<file path="src/rtl/core/sparse_csr_to_dia_converter_assert.svh">
// Assertion macros used by the CSR to DIA converter top level.
`ifndef SPARSE_CSR_TO_DIA_CONVERTER_ASSERT_SVH
`define SPARSE_CSR_TO_DIA_CONVERTER_ASSERT_SVH
`ifndef SYNTHESIS
`define CSR2DIA_ASSERT(name, prop, msg) \
  name: assert property (@(posedge clk) disable iff (!rst_n) prop) \
    else $error(msg);
`define CSR2DIA_ASSERT_NEVER(name, cond, msg) \
  `CSR2DIA_ASSERT(name, !(cond), msg)
`else
`define CSR2DIA_ASSERT(name, prop, msg)
`define CSR2DIA_ASSERT_NEVER(name, cond, msg)
`endif
`endif

</file>
<file path="src/rtl/core/csr2dia_pkg.sv">
// Shared types, codes and widths of the CSR to DIA converter.
package csr2dia_pkg;

  localparam int unsigned MAX_SIZE_DEF = 32;

  localparam int unsigned CFG_W    = 6;
  localparam int unsigned FUNC_W   = 2;
  localparam int unsigned IDX_W    = 5;
  localparam int unsigned WORD_W   = 64;
  localparam int unsigned RANK_W   = 6;
  localparam int unsigned STATUS_W = 2;
  localparam int unsigned COUNT_W  = 6;
  localparam int unsigned OFFSET_W = 6;

  typedef enum logic [FUNC_W-1:0] {
    FUNC_CLEAR  = 2'd0,
    FUNC_INSERT = 2'd1,
    FUNC_FINISH = 2'd2,
    FUNC_READ   = 2'd3
  } func_t;

  typedef enum logic [STATUS_W-1:0] {
    STAT_OK    = 2'd0,
    STAT_RANGE = 2'd1,
    STAT_ORDER = 2'd2
  } status_t;

  typedef struct packed {
    logic [WORD_W-1:0] xx;
    logic [WORD_W-1:0] yy;
    logic [WORD_W-1:0] zz;
  } words_t;

  typedef struct packed {
    logic   vld;
    words_t w;
  } entry_t;

  typedef struct packed {
    logic wr_en;
    logic wr_valid;
    logic rd_en;
  } slot_ctl_t;

  typedef struct packed {
    logic clr;
    logic mark;
    logic walk;
    logic rd_en;
  } rank_ctl_t;

  typedef struct packed {
    logic walking;
    logic ranked;
  } rank_sts_t;

endpackage

</file>
<file path="src/rtl/core/csr2dia_rank_unit.sv">
// Diagonal presence flags, ranking walk and rank table memory.
module csr2dia_rank_unit #(
  parameter int unsigned MAX_SIZE = csr2dia_pkg::MAX_SIZE_DEF,
  localparam int unsigned DIAG_W = $clog2(2 * MAX_SIZE - 1),
  localparam int unsigned CNT_W  = $clog2(2 * MAX_SIZE)
) (
  input  logic                   clk,
  input  logic                   rst_n,
  input  csr2dia_pkg::rank_ctl_t ctl,
  input  logic [DIAG_W-1:0]      mark_diag,
  input  logic [DIAG_W-1:0]      rd_idx,
  output csr2dia_pkg::rank_sts_t sts,
  output logic [CNT_W-1:0]       total,
  output logic [DIAG_W-1:0]      rd_diag
);
  import csr2dia_pkg::*;

  localparam int unsigned NDIAG = 2 * MAX_SIZE - 1;
  localparam logic [DIAG_W-1:0] LAST_DIAG = DIAG_W'(NDIAG - 1);

  logic [NDIAG-1:0]  present_r;
  logic [DIAG_W-1:0] rank_mem [NDIAG];
  logic [DIAG_W-1:0] walk_diag_r;
  logic [CNT_W-1:0]  fill_r;
  logic [CNT_W-1:0]  fill_nxt;
  logic [CNT_W-1:0]  total_r;
  logic              walking_r;
  logic              ranked_r;
  logic [DIAG_W-1:0] rd_diag_r;
  logic              hit;

  assign hit      = present_r[walk_diag_r];
  assign fill_nxt = fill_r + CNT_W'(hit);

  always_ff @(posedge clk) begin
    if (!rst_n) begin
      present_r   <= '0;
      walk_diag_r <= '0;
      fill_r      <= '0;
      total_r     <= '0;
      walking_r   <= 1'b0;
      ranked_r    <= 1'b0;
    end else begin
      if (ctl.clr) begin
        present_r <= '0;
        total_r   <= '0;
        ranked_r  <= 1'b0;
      end
      if (ctl.mark) begin
        present_r[mark_diag] <= 1'b1;
        ranked_r             <= 1'b0;
      end
      if (ctl.walk) begin
        walking_r   <= 1'b1;
        walk_diag_r <= '0;
        fill_r      <= '0;
      end else if (walking_r) begin
        walk_diag_r <= walk_diag_r + 1'b1;
        fill_r      <= fill_nxt;
        if (walk_diag_r == LAST_DIAG) begin
          walking_r <= 1'b0;
          total_r   <= fill_nxt;
          ranked_r  <= 1'b1;
        end
      end
    end
  end

  // One write per present diagonal walked; one read per read item that passes its checks.
  always_ff @(posedge clk) begin
    if (walking_r && hit) begin
      rank_mem[fill_r[DIAG_W-1:0]] <= walk_diag_r;
    end
    if (ctl.rd_en) begin
      rd_diag_r <= rank_mem[rd_idx];
    end
  end

  assign sts     = '{walking: walking_r, ranked: ranked_r};
  assign total   = total_r;
  assign rd_diag = rd_diag_r;

endmodule

</file>
<file path="config.mk">
export PLATFORM = sky130hd
export DESIGN_NAME = csr2dia_rank_unit
export DESIGN_NICKNAME = d
export VERILOG_FILES = /design/src/rtl/core/sparse_csr_to_dia_converter_assert.svh /design/src/rtl/core/csr2dia_pkg.sv /design/src/rtl/core/csr2dia_rank_unit.sv
export SDC_FILE = /design/constraint.sdc
export NUM_CORES = 1
export LEC_CHECK = 0
export BUFFER_PORTS_ARGS = -buffer_cell sky130_fd_sc_hd__buf_4
export CORE_AREA = 2 2 186 188
export DETAILED_ROUTE_END_ITERATION = 8
export DIE_AREA = 0 0 188 190
export HOLD_SLACK_MARGIN = 0.1
export PLACE_DENSITY_LB_ADDON = 0.1
export SLEW_MARGIN = 30
export SYNTH_ARGS = -nofsm -noshare
export SYNTH_HDL_FRONTEND = slang
export SYNTH_SLANG_ARGS = --single-unit
</file>
<file path="constraint.sdc">
create_clock -name clk -period 7.4 [get_ports clk]
set_clock_uncertainty 0.15 [all_clocks]
set_input_delay 0.74 -clock clk [delete_from_list [all_inputs] [get_ports clk]]
set_output_delay 0.74 -clock clk [all_outputs]
set_load 0.03 [all_outputs]
</file>
Word-level counts from Yosys, hierarchy flattened
Memories as Yosys holds them, arrays and structs flattened. A register that Yosys moved wholly into a read port is not among the register bits.
Index checks and enable logic that the tools add are counted.
W data, S select, Z words.

operators by class
  add/sub/neg operators = 2
  multipliers = 0
  div/mod/pow operators = 0
  order comparisons = 3
  eq/ne operators = 1
  shift operators = 0
  muxes and demuxes = 21
  bitwise operators = 2
  reductions and logical operators = 3

operators by type and width
  cell                   number
  $mux W63               3
  $or A63 B63 Y63        1
  $mux W6                4
  $lt A6 B7 Y1 const B   2
  $mux W1                12
  $add A6 B1 Y6          1
  $add A6 B1 Y6 const B  1
  $bmux W1 S6            1
  $demux W1 S6           1
  $eq A6 B6 Y1 const B   1
  $ge A6 B1 Y1 const B   1
  $logic_and A1 B1 Y1    2
  $reduce_or A2 Y1       1
  $not A1 Y1             1

word-level totals
  register bits = 83
  bits in latches = 0
  RAM bits = 378
  bits in read-only memories = 0
  input port bits = 18
  output and inout port bits = 14
  logic and storage cells = 39
  memories kept = 1

memory list
  name      depth  bits a word  rd ports  clocked after memory_dff  wr ports  line                     text
  rank_mem  63     6            1         1                         1         csr2dia_rank_unit.sv:22  logic [DIAG_W-1:0] rank_mem [NDIAG];

Longest topological paths before layout
  word-level depth = 6
  depth in mapped cells = 15
  depth with buffers taken out = 11

Least setup slack after synthesis
OpenSTA, ideal clock, no wires.

  path kind = register to register
  from = register walk_diag_r[1]
  to = memory rank_mem[49][0] (netlist name) (enable)
  library setup time = 392 ps
  arrival = 3317 ps
  required time = 6858 ps
  path slack = 3541 ps
  stages on the path, launching flop included = 10
  buffers on the path = 4
  period minus slack after synthesis = 3859 ps
  cells stage by stage = dfxtp_1 -> buf_6 -> buf_8 -> buf_6 -> mux4_2 -> a32oi_1 -> nand4b_1 -> o211ai_2 -> buf_2 -> a2111oi_1

between the ends
  cells in the longest elaborated chain, start to end = 5

RTL lines
  item                           line                     text
  start, declared                csr2dia_rank_unit.sv:23  logic [DIAG_W-1:0] walk_diag_r;
  start signal, assigned         csr2dia_rank_unit.sv:58  walk_diag_r <= walk_diag_r + 1'b1;
  $bmux W1 S6                    csr2dia_rank_unit.sv:32  assign hit = present_r[walk_diag_r];
  $mux W1 (not written as such)  csr2dia_rank_unit.sv:32
  $logic_and A1 B1 Y1            csr2dia_rank_unit.sv:71  if (walking_r && hit) begin
  $mux W1                        csr2dia_rank_unit.sv:71
  $mux W1 (not written as such)  csr2dia_rank_unit.sv:72  rank_mem[fill_r[DIAG_W-1:0]] <= walk_diag_r;
  end, declared                  csr2dia_rank_unit.sv:22

No other way between the ends. The select of a mux whose other input is x is not followed.

Worst setup path after layout
  from = register walk_diag_r[0]
  to = register total_r[4], in the netlist total[4]

between the ends
  cells in the longest elaborated chain, start to end = 6
  elaborated cells on any way between the ends = 7
  classes of those cells = add/sub: 1; eq/ne: 1; mux: 5

RTL lines
  item                           line                     text
  $bmux W1 S6                    csr2dia_rank_unit.sv:32
  $mux W1 (not written as such)  csr2dia_rank_unit.sv:32
  $add A6 B1 Y6                  csr2dia_rank_unit.sv:33  assign fill_nxt = fill_r + CNT_W'(hit);
  $mux W6 (*)                    csr2dia_rank_unit.sv:60  if (walk_diag_r == LAST_DIAG) begin
  $mux W6 (*)                    csr2dia_rank_unit.sv:57  end else if (walking_r) begin
  $mux W6 (*)                    csr2dia_rank_unit.sv:53  if (ctl.walk) begin
  end signal, assigned           csr2dia_rank_unit.sv:62  total_r <= fill_nxt;
  end, declared                  csr2dia_rank_unit.sv:26  logic [CNT_W-1:0] total_r;

Mark *: on every way between the ends. The rest lies on a longest branch, timed or not. The select of a mux whose other input is x is not followed.
A chain may end at the register's enable or synchronous reset.

==> results.json <==
{
  "die_y_um": 190,
  "irDropWorstVdd_mv": 0.166,
  "clock_latency_ns": 0.55,
  "area_growth_pct": 12.2,
  "routed_wl_um": 42700,
  "die-area_mm2": 0.0357,
  "syn_inst": 1227,
  "routedWlPerCell_um": 24.7,
  "ioPinCount": 32,
  "synthesis.nets": 1249,
  "gp_congestion": 0.812,
  "netlist_top_cells_area": "edfxtp_1 (60%), mux4_2 (10%), dfxtp_1 (8.6%), a211oi_1 (2.6%), o22ai_1 (2.5%)",
  "cts.clk_slew.worst_paths_ns": 0.06,
  "required_ns": 7.73,
  "core_mm2": 0.0339,
  "yosysWarnings": 0,
  "hold_viol_final": 0,
  "end_kind": "flip-flop",
  "rsz0062_at_grt": "no",
  "synth.most_common_cell": "edfxtp_1",
  "synth_top_area_share": 0.596,
  "grt_pass1_vias": 10751,
  "die_w_um": 188,
  "cp.arrival_ns": 4.75,
  "layout-drive-gt1-share": 0.218,
  "fillerInstances": 2392,
  "max-cap-violations": 0,
  "n_antenna_cell": 0,
  "status": "complete, no violations",
  "drv_slew": 0,
  "dpl.hpwl_um": 26200,
  "first_pass_iters": 5,
  "synth_seq_area_share": 0.682,
  "cts_sinks": 467,
  "grt_max_degree": 73,
  "critPathMaxFanout": 41,
  "p_seq_frac": 0.526,
  "rows": 68,
  "synthDistinctLibCells": 58,
  "clock.fmax_mhz": 226,
  "swShare": 0.203,
  "yosysTopAreaCell": "edfxtp_1",
  "cts_setup_buffers": 0,
  "hp-class": "input pin to flip-flop",
  "vias": 10656,
  "hold_buffers": 0,
  "numCtsBuffers": 47,
  "cell_internal_pwr_mw": 4.29,
  "antenna_found_initial": 0,
  "port_buffers": 31,
  "netlist_area_mm2": 0.0194,
  "clockBufferDepth": 3,
  "synthTopCellsByCount": "edfxtp_1 (384), mux4_2 (87), dfxtp_1 (83)",
  "slew_headroom": 0.357,
  "cts_htree_levels": 2,
  "pwr-share-clk": 0.432,
  "initial_core_util": 0.570,
  "worst_pin_slew_ns": 0.958,
  "final_area_mm2": 0.0217,
  "async_flop_share": 0,
  "grt_pass1_wl_um": 65700,
  "fin_crit_ns": 4.42,
  "grt.total_usage": 0.244,
  "root_buffer": "clkbuf_16",
  "synth-edff-count": 384,
  "cellLeakagePower_nw": 6.96,
  "place_area_mm2": 0.0201,
  "syn_avg_cell_area_um2": 15.8,
  "nets": 1264,
  "drtAntennaViolNets": 0,
  "finalSetupViolCount": 0,
  "cts_resized": 0,
  "critPathKind": "flip-flop to flip-flop",
  "p_sw_mw": 1.09,
  "routed_via_density": 6.16,
  "fin_tns_setup_ns": 0,
  "cts_tree": "done",
  "p_per_area_mw_per_mm2": 248,
  "worstSetupStartpointType": "flip-flop",
  "p_comb_frac": 0.042,
  "drc": 0,
  "ys.flop_type": "edfxtp_1",
  "synth-seq-cells": 467,
  "drtIter0Drc": 905,
  "timing.final.crit_share": 0.598,
  "grt_overflow": 0
}
per-stage QoR:
stage          hold slack [ns]  total power [mW]  worst slack (ns)  utilization  instances
2_1_floorplan            0.294              3.04              3.54            -       1227
3_3_place_gp             0.303              3.11              2.88        0.588       1644
3_5_place_dp             0.324              3.11              3.08        0.591       1648
4_1_cts                  0.284              5.42              3.07        0.636       1730
5_1_grt                  0.289              5.54              2.66        0.640       1730
6_report                 0.299              5.38              2.98        0.640       1730
routing by layer:
| layer | vias up | track usage | share of wire | wire length, um |
|---|---|---|---|---|
| met5 | - | 0 | 0 | 0 |
| met4 | 0 | 0.0736 | 0.029 | 1230 |
| met3 | 79 | 0.0352 | 0.061 | 2610 |
| met2 | 369 | 0.400 | 0.48 | 20600 |
| met1 | 5342 | 0.343 | 0.43 | 18300 |
| li1 | 4866 | - | - | - |
path summary, 6_finish.rpt:
check | startpoint | endpoint | slack, ns | cells past startpoint
max | walk_diag_r[0] | total[4] | 2.98 | 13
min reg2reg | ranked_r | ranked_r | 0.32 | 2
min | ctl[0] | rd_diag[0] | 0.30 | 1
max reg2reg | walk_diag_r[0] | total[4] | 2.98 | 13
cell type report:
| cell class | instances | area (um^2) | area share |
|---|---|---|---|
| flip-flops and latches | 467 | 13200 | 0.608 |
| multi-input cells | 599 | 5690 | 0.262 |
| clock buffers | 58 | 1270 | 0.0585 |
| well taps | 455 | 569 | 0.0262 |
| repair buffers | 58 | 492 | 0.0226 |
| inverters | 69 | 259 | 0.0119 |
| clock inverters | 24 | 235 | 0.0108 |
power by group through the flow:
stage               Sequential, mW  Combinational (mW)  Clock [mW]
floorplan                     2.89               0.151           0
global placement              2.89               0.216           0
detailed placement            2.88               0.225           0
CTS                           2.83               0.225        2.36
global route                  2.83               0.240        2.47
finish                        2.83               0.225        2.33
layout by cell type (no fill, tap or decap), drive strengths merged, types with 8 or more instances in the layout:
cell type  synthesis  layout
a211oi            66      66
nand3             18      18
or3                9       9
a21oi             11      11
dfxtp             83      83
and2              66      66
inv               68      68
a22oi              9       9
nand2             45      45
o21ai              9       9
mux2i             34      34
mux4              87      87
edfxtp           384     384
o22ai             76      76
a22o               9       9
clkbuf            47      58
nor2              27      27
mux2               8       8
nand3b            13      13
a21boi             8       8
nor2b             11      11
clkinv             1      19
buf               45      58
sequential cells by signal, summed over array words and instances (netlist names):
signal       count
rank_mem       378
present_r       63
fill_r           6
rd_diag          6
total            6
walk_diag_r      6
ranked_r         1
walking_r        1
critical path: stages, from the launching register on:
cell	delay (ns)
dfxtp_2	0.83
buf_4	0.51
nor2b_1	0.48
a22oi_1	0.12
and3_1	0.25
o41ai_4	0.35
buf_4	0.55
nand2_1	0.13
ha_1	0.25
ha_1	0.23
nand3_1	0.11
xnor2_1	0.12
nand2_1	0.06
a21boi_0	0.17
cell families (layout without fill, tap and decap cells):
family,count (synthesis),in the layout,share of synthesized area
mux,129,129,0.123
simple gates,225,225,0.0642
flops,467,467,0.682
xor+xnor,11,11,0.00498
fa+ha+maj,4,4,0.00259
buf+inv,161,209,0.0356
compound gates,230,230,0.0876
No activity file was read; power rests on OpenSTA's default activity.
